<file path="src/rtl/dpc_pkg.sv">
// Shared types, widths and constants of the dosing pump controller.
`timescale 1ns / 1ps

package dpc_pkg;

  localparam int FLOW_W    = 14;
  localparam int RUNTIME_W = 19;
  localparam int VOL_W     = 17;
  localparam int RATE_W    = 14;
  localparam int ELAPSED_W = 19;
  localparam int RUNVOL_W  = 22;
  localparam int TOTAL_W   = 40;
  localparam int COUNT_W   = 32;
  localparam int PROD_W    = ELAPSED_W + FLOW_W;
  localparam int CFG_IDX_W = 2;
  localparam int CFG_DATA_W = 19;
  localparam int IN_DATA_W  = 32;
  localparam int OUT_DATA_W = 160;

  localparam int MS_PER_S = 1000;

  localparam logic [FLOW_W-1:0]    FLOW_RATE_RST   = 14'd4000;
  localparam logic [RUNTIME_W-1:0] MAX_RUNTIME_RST = 19'd60000;
  localparam logic                 RELAY_INV_RST   = 1'b1;

  localparam logic [CFG_IDX_W-1:0] CFG_FLOW_RATE   = 2'd0;
  localparam logic [CFG_IDX_W-1:0] CFG_MAX_RUNTIME = 2'd1;
  localparam logic [CFG_IDX_W-1:0] CFG_RELAY_INV   = 2'd2;

  typedef enum logic [1:0] {
    CMD_TICK  = 2'd0,
    CMD_DOSE  = 2'd1,
    CMD_START = 2'd2,
    CMD_STOP  = 2'd3
  } cmd_t;

  typedef enum logic [1:0] {
    ST_OK         = 2'd0,
    ST_BUSY       = 2'd1,
    ST_BAD_VOLUME = 2'd2,
    ST_OVER_LIMIT = 2'd3
  } status_t;

  typedef enum logic [1:0] {
    MODE_IDLE = 2'd0,
    MODE_DOSE = 2'd1,
    MODE_CONT = 2'd2
  } mode_t;

endpackage

</file>
<file path="src/rtl/dpc_div.sv">
// Iterative restoring divider, one quotient bit per cycle.
`timescale 1ns / 1ps

module dpc_div #(
  parameter int DIVIDEND_W = dpc_pkg::PROD_W,
  parameter int DIVISOR_W  = dpc_pkg::RATE_W
) (
  input  logic                  clk,
  input  logic                  rst_n,
  input  logic                  start,
  input  logic [DIVIDEND_W-1:0] dividend,
  input  logic [DIVISOR_W-1:0]  divisor,
  output logic                  done,
  output logic [DIVIDEND_W-1:0] quotient
);

  localparam int CNT_W = $clog2(DIVIDEND_W + 1);

  logic [DIVISOR_W-1:0]  rem_r, rem_nxt;
  logic [DIVIDEND_W-1:0] quo_r, quo_nxt;
  logic [DIVISOR_W-1:0]  dsr_r;
  logic [CNT_W-1:0]      cnt_r;
  logic                  busy_r;
  logic                  done_r;

  logic [DIVISOR_W:0] shifted;
  logic [DIVISOR_W:0] diff;
  logic               ge;

  // One restoring step: bring down the next dividend bit and try to subtract.
  always_comb begin
    shifted = {rem_r, quo_r[DIVIDEND_W-1]};
    diff    = shifted - {1'b0, dsr_r};
    ge      = (shifted >= {1'b0, dsr_r});
    rem_nxt = ge ? diff[DIVISOR_W-1:0] : shifted[DIVISOR_W-1:0];
    quo_nxt = {quo_r[DIVIDEND_W-2:0], ge};
  end

  always_ff @(posedge clk) begin
    if (!rst_n) begin
      busy_r <= 1'b0;
      done_r <= 1'b0;
      cnt_r  <= '0;
    end else begin
      done_r <= 1'b0;
      if (start) begin
        rem_r  <= '0;
        quo_r  <= dividend;
        dsr_r  <= divisor;
        cnt_r  <= CNT_W'(DIVIDEND_W);
        busy_r <= 1'b1;
      end else if (busy_r) begin
        rem_r <= rem_nxt;
        quo_r <= quo_nxt;
        cnt_r <= cnt_r - 1'b1;
        if (cnt_r == CNT_W'(1)) begin
          busy_r <= 1'b0;
          done_r <= 1'b1;
        end
      end
    end
  end

  assign done     = done_r;
  assign quotient = quo_r;

endmodule

</file>
<file path="src/rtl/dosing_pump_controller_core.sv">
// Top level of the dosing pump controller: command sequencer, state and totals.
`timescale 1ns / 1ps

// The controller takes one command per transfer on the in_ channel: in_tuser
// carries the command (tick, dose, start continuous, stop) and in_tdata the
// dose volume and the optional rate override. Every command produces exactly
// one result transfer on the out_ channel with status, relay pin level, mode,
// elapsed time, run volume and the saturating totals.
// Commands that need arithmetic (a tick or stop while the pump runs, and a
// dose that passes the busy and zero-volume checks) go through one multiplier
// and one shared bit-serial divider: the sequencer steps from S_IDLE through
// S_MUL, S_START, S_DIV and S_UPD to S_OUT. All other commands go straight
// from S_IDLE to S_OUT. In S_OUT out_tvalid is raised as soon as the output
// register is free. The controller works on one command at a time; in_tready
// is high only while the sequencer is idle.
// The result sits in an output register; the next command is accepted while
// it waits. If the receiver stalls, the following result waits in the
// sequencer and no further command is accepted until the register frees up.
// Configuration writes on the cfg_ channel are always accepted and apply at
// once. Reset (synchronous, active low) restores the register defaults, stops
// the pump and clears all totals.

module dosing_pump_controller_core (
  input  logic                              clk,
  input  logic                              rst_n,
  // in_tdata: dose_volume [16:0], rate_override [30:17], zero [31]
  input  logic [dpc_pkg::IN_DATA_W-1:0]     in_tdata,
  // in_tuser: cmd [1:0]
  input  logic [1:0]                        in_tuser,
  input  logic                              in_tvalid,
  output logic                              in_tready,
  // out_tdata: status [1:0], relay_level [2], pumping [3], mode_out [5:4],
  // elapsed_out [24:6], run_volume [46:25], total_volume [86:47],
  // dose_total [118:87], total_runtime [158:119], dose_finished [159]
  output logic [dpc_pkg::OUT_DATA_W-1:0]    out_tdata,
  output logic                              out_tvalid,
  input  logic                              out_tready,
  input  logic                              cfg_valid,
  output logic                              cfg_ready,
  input  logic [dpc_pkg::CFG_IDX_W-1:0]     cfg_index,
  input  logic [dpc_pkg::CFG_DATA_W-1:0]    cfg_data
);

  import dpc_pkg::*;

  typedef enum logic [5:0] {
    S_IDLE  = 6'b000001,
    S_MUL   = 6'b000010,
    S_START = 6'b000100,
    S_DIV   = 6'b001000,
    S_UPD   = 6'b010000,
    S_OUT   = 6'b100000
  } state_t;

  localparam logic [ELAPSED_W-1:0] ELAPSED_MAX = '1;
  localparam logic [RUNVOL_W-1:0]  RUNVOL_MAX  = '1;
  localparam logic [TOTAL_W-1:0]   TOTAL_MAX   = '1;
  localparam logic [COUNT_W-1:0]   COUNT_MAX   = '1;

  state_t                 state_r, state_nxt;
  cmd_t                   cmd_r, cmd_nxt;
  logic [VOL_W-1:0]       vol_r, vol_nxt;
  logic [RATE_W-1:0]      ovr_r, ovr_nxt;

  logic [FLOW_W-1:0]      flow_rate_r;
  logic [RUNTIME_W-1:0]   max_runtime_r;
  logic                   relay_inv_r;

  mode_t                  mode_r, mode_nxt;
  logic                   running_r, running_nxt;
  logic [ELAPSED_W-1:0]   elapsed_r, elapsed_nxt;
  logic [ELAPSED_W-1:0]   target_r, target_nxt;
  logic [RUNVOL_W-1:0]    cur_vol_r, cur_vol_nxt;
  logic [TOTAL_W-1:0]     vol_sum_r, vol_sum_nxt;
  logic [COUNT_W-1:0]     dose_cnt_r, dose_cnt_nxt;
  logic [TOTAL_W-1:0]     runtime_sum_r, runtime_sum_nxt;
  status_t                status_r, status_nxt;
  logic                   finished_r, finished_nxt;

  logic [PROD_W-1:0]      prod_r, prod_nxt;
  logic                   out_tvalid_r, out_tvalid_nxt;
  logic [OUT_DATA_W-1:0]  out_data_r, out_data_nxt;

  logic                   div_start;
  logic [RATE_W-1:0]      div_divisor;
  logic                   div_done;
  logic [PROD_W-1:0]      div_quot;

  logic [RATE_W-1:0]      rate_sel;
  logic [ELAPSED_W-1:0]   mul_a;
  logic [FLOW_W-1:0]      mul_b;
  logic [RUNVOL_W-1:0]    cv_sat;
  logic [TOTAL_W:0]       vsum_add;
  logic [TOTAL_W-1:0]     vsum_sat;
  logic [TOTAL_W:0]       rsum_add;
  logic [TOTAL_W-1:0]     rsum_sat;
  logic [COUNT_W-1:0]     dcnt_inc;
  logic [ELAPSED_W-1:0]   elapsed_vis;
  logic                   in_xfer;
  logic                   out_free;

  dpc_div #(
    .DIVIDEND_W (PROD_W),
    .DIVISOR_W  (RATE_W)
  ) u_div (
    .clk      (clk),
    .rst_n    (rst_n),
    .start    (div_start),
    .dividend (prod_r),
    .divisor  (div_divisor),
    .done     (div_done),
    .quotient (div_quot)
  );

  // Arithmetic shared by the update step and the multiplier operands.
  always_comb begin
    rate_sel    = (ovr_r != '0) ? ovr_r : flow_rate_r;
    mul_a       = (cmd_r == CMD_DOSE) ? ELAPSED_W'(vol_r) : elapsed_r;
    mul_b       = (cmd_r == CMD_DOSE) ? FLOW_W'(MS_PER_S) : flow_rate_r;
    div_divisor = (cmd_r == CMD_DOSE) ? rate_sel : RATE_W'(MS_PER_S);
    div_start   = (state_r == S_START);
    cv_sat      = (div_quot > PROD_W'(RUNVOL_MAX)) ? RUNVOL_MAX : div_quot[RUNVOL_W-1:0];
    vsum_add    = {1'b0, vol_sum_r} + (TOTAL_W + 1)'(cv_sat);
    vsum_sat    = vsum_add[TOTAL_W] ? TOTAL_MAX : vsum_add[TOTAL_W-1:0];
    rsum_add    = {1'b0, runtime_sum_r} + (TOTAL_W + 1)'(elapsed_r);
    rsum_sat    = rsum_add[TOTAL_W] ? TOTAL_MAX : rsum_add[TOTAL_W-1:0];
    dcnt_inc    = (dose_cnt_r == COUNT_MAX) ? dose_cnt_r : dose_cnt_r + 1'b1;
    elapsed_vis = running_r ? elapsed_r : '0;
    in_xfer     = in_tvalid && (state_r == S_IDLE);
    out_free    = !out_tvalid_r || out_tready;
  end

  // Sequencer and state update.
  always_comb begin
    state_nxt       = state_r;
    cmd_nxt         = cmd_r;
    vol_nxt         = vol_r;
    ovr_nxt         = ovr_r;
    mode_nxt        = mode_r;
    running_nxt     = running_r;
    elapsed_nxt     = elapsed_r;
    target_nxt      = target_r;
    cur_vol_nxt     = cur_vol_r;
    vol_sum_nxt     = vol_sum_r;
    dose_cnt_nxt    = dose_cnt_r;
    runtime_sum_nxt = runtime_sum_r;
    status_nxt      = status_r;
    finished_nxt    = finished_r;
    prod_nxt        = prod_r;
    out_tvalid_nxt  = out_tvalid_r;
    out_data_nxt    = out_data_r;

    if (out_tvalid_r && out_tready) begin
      out_tvalid_nxt = 1'b0;
    end

    case (state_r)
      S_IDLE: begin
        if (in_xfer) begin
          cmd_nxt      = cmd_t'(in_tuser);
          vol_nxt      = in_tdata[VOL_W-1:0];
          ovr_nxt      = in_tdata[VOL_W +: RATE_W];
          status_nxt   = ST_OK;
          finished_nxt = 1'b0;
          state_nxt    = S_OUT;
          case (cmd_t'(in_tuser))
            CMD_TICK: begin
              if (running_r) begin
                if (elapsed_r != ELAPSED_MAX) begin
                  elapsed_nxt = elapsed_r + 1'b1;
                end
                state_nxt = S_MUL;
              end
            end
            CMD_DOSE: begin
              if (running_r) begin
                status_nxt = ST_BUSY;
              end else if (in_tdata[VOL_W-1:0] == '0) begin
                status_nxt = ST_BAD_VOLUME;
              end else begin
                state_nxt = S_MUL;
              end
            end
            CMD_START: begin
              if (running_r) begin
                status_nxt = ST_BUSY;
              end else begin
                mode_nxt    = MODE_CONT;
                target_nxt  = '0;
                cur_vol_nxt = '0;
                elapsed_nxt = '0;
                running_nxt = 1'b1;
              end
            end
            CMD_STOP: begin
              if (running_r) begin
                state_nxt = S_MUL;
              end
            end
            default: begin
              state_nxt = S_OUT;
            end
          endcase
        end
      end
      S_MUL: begin
        prod_nxt  = PROD_W'(mul_a) * PROD_W'(mul_b);
        state_nxt = S_START;
      end
      S_START: begin
        state_nxt = S_DIV;
      end
      S_DIV: begin
        if (div_done) begin
          state_nxt = S_UPD;
        end
      end
      S_UPD: begin
        state_nxt = S_OUT;
        case (cmd_r)
          CMD_DOSE: begin
            // A zero rate gives a zero duration: the dose then runs until
            // stop or the safety limit.
            if ((rate_sel != '0) && (div_quot > PROD_W'(max_runtime_r))) begin
              status_nxt = ST_OVER_LIMIT;
            end else begin
              mode_nxt    = MODE_DOSE;
              target_nxt  = (rate_sel != '0) ? div_quot[ELAPSED_W-1:0] : '0;
              cur_vol_nxt = '0;
              elapsed_nxt = '0;
              running_nxt = 1'b1;
            end
          end
          CMD_STOP: begin
            cur_vol_nxt     = cv_sat;
            vol_sum_nxt     = vsum_sat;
            if (mode_r == MODE_DOSE) begin
              dose_cnt_nxt = dcnt_inc;
            end
            runtime_sum_nxt = rsum_sat;
            running_nxt     = 1'b0;
            mode_nxt        = MODE_IDLE;
            target_nxt      = '0;
          end
          default: begin
            // Tick while running: the safety limit wins over dose completion.
            cur_vol_nxt = cv_sat;
            if (elapsed_r >= max_runtime_r) begin
              runtime_sum_nxt = rsum_sat;
              running_nxt     = 1'b0;
              mode_nxt        = MODE_IDLE;
              target_nxt      = '0;
            end else if ((mode_r == MODE_DOSE) && (target_r != '0) &&
                         (elapsed_r >= target_r)) begin
              vol_sum_nxt     = vsum_sat;
              dose_cnt_nxt    = dcnt_inc;
              runtime_sum_nxt = rsum_sat;
              running_nxt     = 1'b0;
              mode_nxt        = MODE_IDLE;
              target_nxt      = '0;
              finished_nxt    = 1'b1;
            end
          end
        endcase
      end
      S_OUT: begin
        if (out_free) begin
          out_tvalid_nxt = 1'b1;
          out_data_nxt   = {finished_r, runtime_sum_r, dose_cnt_r, vol_sum_r, cur_vol_r,
                            elapsed_vis, mode_r, running_r, running_r ^ relay_inv_r,
                            status_r};
          state_nxt      = S_IDLE;
        end
      end
      default: begin
        state_nxt = S_IDLE;
      end
    endcase
  end

  always_ff @(posedge clk) begin
    if (!rst_n) begin
      state_r       <= S_IDLE;
      cmd_r         <= CMD_TICK;
      flow_rate_r   <= FLOW_RATE_RST;
      max_runtime_r <= MAX_RUNTIME_RST;
      relay_inv_r   <= RELAY_INV_RST;
      mode_r        <= MODE_IDLE;
      running_r     <= 1'b0;
      elapsed_r     <= '0;
      target_r      <= '0;
      cur_vol_r     <= '0;
      vol_sum_r     <= '0;
      dose_cnt_r    <= '0;
      runtime_sum_r <= '0;
      status_r      <= ST_OK;
      finished_r    <= 1'b0;
      out_tvalid_r  <= 1'b0;
    end else begin
      state_r       <= state_nxt;
      cmd_r         <= cmd_nxt;
      mode_r        <= mode_nxt;
      running_r     <= running_nxt;
      elapsed_r     <= elapsed_nxt;
      target_r      <= target_nxt;
      cur_vol_r     <= cur_vol_nxt;
      vol_sum_r     <= vol_sum_nxt;
      dose_cnt_r    <= dose_cnt_nxt;
      runtime_sum_r <= runtime_sum_nxt;
      status_r      <= status_nxt;
      finished_r    <= finished_nxt;
      out_tvalid_r  <= out_tvalid_nxt;
      if (cfg_valid) begin
        case (cfg_index)
          CFG_FLOW_RATE:   flow_rate_r   <= cfg_data[FLOW_W-1:0];
          CFG_MAX_RUNTIME: max_runtime_r <= cfg_data[RUNTIME_W-1:0];
          CFG_RELAY_INV:   relay_inv_r   <= cfg_data[0];
          default: begin
          end
        endcase
      end
    end
  end

  // Payload registers carry no reset.
  always_ff @(posedge clk) begin
    vol_r      <= vol_nxt;
    ovr_r      <= ovr_nxt;
    prod_r     <= prod_nxt;
    out_data_r <= out_data_nxt;
  end

  assign in_tready  = (state_r == S_IDLE);
  assign out_tvalid = out_tvalid_r;
  assign out_tdata  = out_data_r;
  assign cfg_ready  = 1'b1;

endmodule

</file>
<file path="config.mk">
export PLATFORM = sky130hd
export DESIGN_NAME = dosing_pump_controller_core
export DESIGN_NICKNAME = d
export VERILOG_FILES = /design/src/rtl/dpc_pkg.sv /design/src/rtl/dpc_div.sv /design/src/rtl/dosing_pump_controller_core.sv
export SDC_FILE = /design/constraint.sdc
export NUM_CORES = 2
export LEC_CHECK = 0
export BUFFER_PORTS_ARGS = -buffer_cell sky130_fd_sc_hd__buf_2
export CAP_MARGIN = 20
export CORE_ASPECT_RATIO = 1.4
export CORE_MARGIN = 10
export CORE_UTILIZATION = 40
export DETAILED_ROUTE_END_ITERATION = 8
export SYNTH_ARGS = -nofsm -noshare
export SYNTH_HDL_FRONTEND = slang
export SYNTH_HIERARCHICAL = 1
export SYNTH_SLANG_ARGS = --single-unit
</file>
<file path="constraint.sdc">
create_clock -name clk -period 24.1 [get_ports clk]
set_input_delay 2.41 -clock clk [delete_from_list [all_inputs] [get_ports clk]]
set_output_delay 2.41 -clock clk [all_outputs]
set_load 0.02 [all_outputs]
</file>
### After elaboration in Yosys (flattened, before gate mapping)

Index checks and enable logic that the tools add are counted.
Widths: inputs -> output; s select.

| word-level totals | value |
|---|---|
| flip-flop bits (word level) | 514 |
| input port bits | 60 |
| output and inout bits | 163 |
| logic and storage cells | 205 |

| cells by class | value |
|---|---|
| add/sub/neg operators | 6 |
| multiply operators | 1 |
| order comparisons | 5 |
| eq/ne operators | 35 |
| multiplexer cells | 89 |
| bitwise logic cells | 4 |
| reductions and logical operators | 38 |

Operator list:

| kind | count |
|---|---|
| $mux 19 | 14 |
| $mux 40 | 6 |
| $pmux 40 s2 | 2 |
| $pmux 19 s2 | 4 |
| $mux 22 | 6 |
| $mux 32 | 4 |
| $mux 33 | 2 |
| $pmux 32 s2 | 1 |
| $mux 14 | 4 |
| $mux 6 | 8 |
| $pmux 22 s2 | 1 |
| $add 40x19->41 | 1 |
| $add 40x22->41 | 1 |
| $ge 19x19->1 | 2 |
| $pmux 6 s6 | 1 |
| $gt 33x19->1 | 1 |
| $gt 33x22->1 const B | 1 |
| $mul 19x14->33 | 1 |
| $add 32x1->32 const B | 1 |
| $eq 32x32->1 const B | 1 |
| $reduce_bool 14->1 | 2 |
| $mux 2 | 11 |
| $reduce_and 5->1 | 4 |
| $add 19x1->19 const B | 1 |
| 38 further kinds | 98 |

### Logic depth before layout (Yosys ltp)

| depth | value |
|---|---|
| depth in word-level cells | 7 |
| mapped depth | 28 |

### Modules after synthesis

Netlist, hierarchy kept.

By module, submodules not included:

| module | instances | cells an instance | area each (um2) | sequential area each (um2) |
|---|---|---|---|---|
| dosing_pump_controller_core | 1 | 2952 | 28906.5 | 11150.7 |
| dpc_div | 1 | 292 | 3588.4 | 1991.9 |

### Least setup slack after synthesis

No wires, ideal clock.

| timing | value |
|---|---|
| kind | input -> register |
| start point | input out_tready |
| end point | register out_data_r[0], in the netlist out_tdata[0] (enable) |
| data arrival time | 9.578 ns |
| required time | 23.400 ns |
| setup slack | 13.822 ns |
| stages on the path | 2 |
| path through | nand2b_1 nor2b_1 |

| on the way | value |
|---|---|
| word-level cells in the longest chain between the ends | 2 |

RTL lines:

| element | RTL line | text |
|---|---|---|
| start: declaration | dosing_pump_controller_core.sv:37 | `input logic out_tready,` |
| $logic_or 1x1->1 | dosing_pump_controller_core.sv:130 | `out_free = !out_tvalid_r \|\| out_tready;` |
| $reduce_and 2->1 (no line) | -- |  |
| end signal: assignment | dosing_pump_controller_core.sv:330 | `out_data_r <= out_data_nxt;` |
| end: declaration | dosing_pump_controller_core.sv:82 | `logic [OUT_DATA_W-1:0] out_data_r, out_data_nxt;` |

No other way between the ends.
A chain may end at the register's enable or synchronous reset.

### Worst setup path in the final report

| timing | value |
|---|---|
| start point | register cmd_r[1] |
| end point | register prod_r[32] (data pin) |

| on the way | value |
|---|---|
| word-level cells in the longest chain between the ends | 3 |

RTL lines:

| element | RTL line | text |
|---|---|---|
| start: declaration | dosing_pump_controller_core.sv:61 | `cmd_t cmd_r, cmd_nxt;` |
| start signal: assignment | dosing_pump_controller_core.sv:301 | `cmd_r <= cmd_nxt;` |
| $eq 2x1->1 (*) | dosing_pump_controller_core.sv:118, dosing_pump_controller_core.sv:119 |  |
| $mux 19 or $mux 14 (tied branches) | dosing_pump_controller_core.sv:118, dosing_pump_controller_core.sv:119 |  |
| $mul 19x14->33 (*) | dosing_pump_controller_core.sv:207 | `prod_nxt = PROD_W'(mul_a) * PROD_W'(mul_b);` |
| end signal: assignment | dosing_pump_controller_core.sv:329 | `prod_r <= prod_nxt;` |
| end: declaration | dosing_pump_controller_core.sv:80 | `logic [PROD_W-1:0] prod_r, prod_nxt;` |

Mark *: on every way between the ends. The rest lies on a longest branch, timed or not.

==> impl_metrics.json <==
{
  "outcome": "completed",
  "crit_type": "flop to flop",
  "fill_cells": 7697,
  "post-cts-setup-buffers": 0,
  "syn_area_sq_um": 32500,
  "fin_crit_ns": 8.68,
  "r2r_cells": 24,
  "drive_gt1_share_pct": 13.2,
  "tightest_slew_ns": 1.07,
  "synth.area.top_cells": "edfxtp_1, dfxtp_1, fa_1",
  "synth_warnings": 6,
  "overflow": 0,
  "slowest_stage": "nand2b_4",
  "cts_buffer_depth": 3,
  "dr.pass1.iters": 5,
  "synthDistinctLibCells": 98,
  "drtIter0Drc": 1530,
  "syn_to_final_growth_pct": 12.5,
  "min_path_cells": 0,
  "startpoint_type": "flop",
  "port_buffers": 220,
  "place_congestion": 0.912,
  "vias": 24800,
  "drv_cap": 0,
  "ys_async_sr_fraction_pct": 0,
  "cts.clk_slew.worst_paths_ns": 0.07,
  "cts_hold_buffers": 0,
  "htree_levels": 2,
  "totalWireLength_mm": 95.5,
  "end_kind": "flop",
  "cts-root-buf": "clkbuf_16",
  "synth_nets": 3725,
  "grt_pass1_vias": 24300,
  "syn-instance-count": 3244,
  "skew_ns": 0.0313,
  "synth-edff-count": 285,
  "avgSynthCellArea_sq_um": 10.0,
  "p_per_area_nw_per_um2": 55.3,
  "relSlewSlack_pct": 28.5,
  "maxSlewViolCount": 0,
  "grt_pass1_wl_mm": 144,
  "slowest_delay_ns": 0.61,
  "worstHoldPathType": "flop to flop",
  "wl_per_cell_um": 21.1,
  "cts_tree": "done",
  "die-area_sq_um": 93200,
  "nets": 3893,
  "p_leak_uw": 0.0159,
  "rsz0062_at_grt": "no",
  "num_rows": 123,
  "detail_route.vias_per_cell": 5.48,
  "initial_core_util_pct": 40.4,
  "vdd_ir_drop_max_v": 0.0000631,
  "finalCritPeriodShare_pct": 36.0,
  "timing.fmax_ghz": 0.115,
  "remaining_drc_errors": 0,
  "synth.largest_area_cell": "edfxtp_1",
  "hold_viol_final": 0,
  "grt_start_max_net_pins": 83,
  "finalSetupViolCount": 0,
  "critPathMaxFanout": 75,
  "core_area_sq_um": 80500,
  "antenna_left": 0,
  "synth_top_area_share_pct": 26.3,
  "ys_ff_latch": 514,
  "track_usage_pct": 20.1,
  "crit_chain": "nand2b_4 > buf_4 > and2_1 > a21o_1 > nand2_1 > fa_1 > fa_1 > inv_1 > fa_1 > fa_1 > fa_1 > inv_1 > fa_1 > inv_1 > ha_1 > a211oi_1 > o21ai_0 > a221oi_1 > o21ai_0 > o211ai_1 > nand3_1 > a31o_2 > a21oi_1 > xnor2_1",
  "clk_latency_ns": 0.64,
  "finalSetupTns_ns": 0,
  "cts_resized": 0,
  "ys_seq_area_share_pct": 40.4,
  "synthFlopType": "edfxtp_1",
  "ios": 223,
  "crit_arrival_ns": 9.05,
  "dieWidth_um": 261,
  "cts_buffers": 51,
  "numClockSinks": 514,
  "final_core_util_pct": 45.4,
  "crit_required_ns": 24.47,
  "antenna_found_initial": 8,
  "cp_common_cell": "fa_1",
  "die_h_um": 357,
  "dp_hpwl_mm": 71.3
}
[layout make-up]
type                    count  area, sq um  share of cell area [%]
diodes                      6         15.0                  0.0411
clock buffers              65         1380                    3.77
clock inverters            31          425                    1.16
inverters                 318         1200                    3.27
multi-input cells        2266        17600                    48.3
flip-flops and latches    514        13100                    36.0
well taps                1062         1330                    3.64
repair buffers            261         1430                    3.91
[cell families (layout without fill, tap and decap cells)]
kind of cell / after synthesis / after routing / share of synthesized area, %
multiplexers: 48 / 48 / 1.60
flip-flops: 514 / 514 / 40.4
buffers and inverters: 464 / 675 / 5.47
AO/OA/AOI/OAI: 608 / 608 / 11.9
adder cells (fa/ha/maj): 421 / 421 / 20.9
AND/OR/NAND/NOR: 1089 / 1089 / 17.0
other: 1 / 7 / 0.0115
XOR/XNOR: 99 / 99 / 2.67
[flip-flops by register name (all words and copies together) (netlist names), 14 cells and up]
register / cells
cur_vol_r: 22
dose_cnt_r: 32
elapsed_r: 19
flow_rate_r: 14
max_runtime_r: 19
out_tdata: 160
ovr_r: 14
prod_r: 33
runtime_sum_r: 40
target_r: 19
u_div/dsr_r: 14
u_div/quotient: 33
u_div/rem_r: 14
vol_r: 17
vol_sum_r: 40
[synth_stat cells (27+ instances only)]
cell	number
a21o_1	37
a21oi_1	188
a31oi_1	59
and2_1	52
and3_1	115
clkbuf_1	116
dfxtp_1	229
edfxtp_1	285
fa_1	204
ha_1	217
inv_1	317
mux2_2	32
nand2_1	386
nand3_1	64
nand4_1	39
nor2_1	174
nor3_1	57
nor4_1	28
o21ai_0	137
or2_2	27
or3_1	32
xnor2_1	52
xor2_1	47
[worst paths after layout]
path                                     from       endpoint  slack, ns
worst min-delay path            cur_vol_r[11]  out_tdata[36]       0.43
worst min register to register  cur_vol_r[11]  out_tdata[36]       0.43
worst max-delay path                 cmd_r[1]     prod_r[32]      15.42
worst max register to register       cmd_r[1]     prod_r[32]      15.42
[power breakdown]
group / switching (uW) / total, uW / leakage (uW) / internal [uW]
logic: 144 / 210 / 0.0104 / 65.1
clock network: 361 / 856 / 0.000867 / 495
registers: 12.0 / 954 / 0.00462 / 942
total: 518 / 2020 / 0.0159 / 1500
[worst max-delay path: cells and delay by family (launching register included)]
| kind | cells | cell delay [ns] |
|---|---|---|
| AO/OA/AOI/OAI | 8 | 2.26 |
| buffers and inverters | 4 | 0.77 |
| AND/OR/NAND/NOR | 4 | 1.39 |
| XOR/XNOR | 1 | 0.09 |
| adder cells (fa/ha/maj) | 7 | 3.46 |
| flip-flops | 1 | 0.40 |
[through the flow]
| stage | hold slack (ns) | setup slack (ns) | instance area, sq um | total power (uW) | instances |
|---|---|---|---|---|---|
| after floorplan | 0.408 | 13.82 | 32500 | 1110 | 3244 |
| after global placement | 0.414 | 15.63 | 34700 | 1180 | 4419 |
| after detailed placement | 0.417 | 15.60 | 34700 | 1180 | 4420 |
| after CTS | 0.431 | 15.55 | 36500 | 2040 | 4516 |
| after global routing | 0.435 | 15.21 | 36500 | 2100 | 4521 |
| final | 0.428 | 15.42 | 36600 | 2020 | 4523 |
[cells in the final DEF, fill, tap and decap left out, types with 37 or more instances in the layout]
cell,count
xnor2_1,52
dfxtp_1,229
and2_1,52
xor2_1,47
nor3_1,57
a21oi_1,187
nor2_1,174
clkbuf_16,51
fa_1,204
ha_1,217
nand4_1,39
and3_1,115
o21ai_0,137
edfxtp_1,285
nand2_1,386
a21o_1,37
inv_1,316
nand3_1,64
a31oi_1,59
buf_4,40
buf_2,219
[layer usage]
layer  track usage [%]  routed length, um  vias to the layer above
li1                  -                  -                    11700
met1              23.2              36900                    12200
met2              36.8              50000                      682
met3              2.42               4590                      177
met4              8.52               3990                        2
met5                 0                  7                        -
Note: power is estimated with default switching activity, not from simulation.
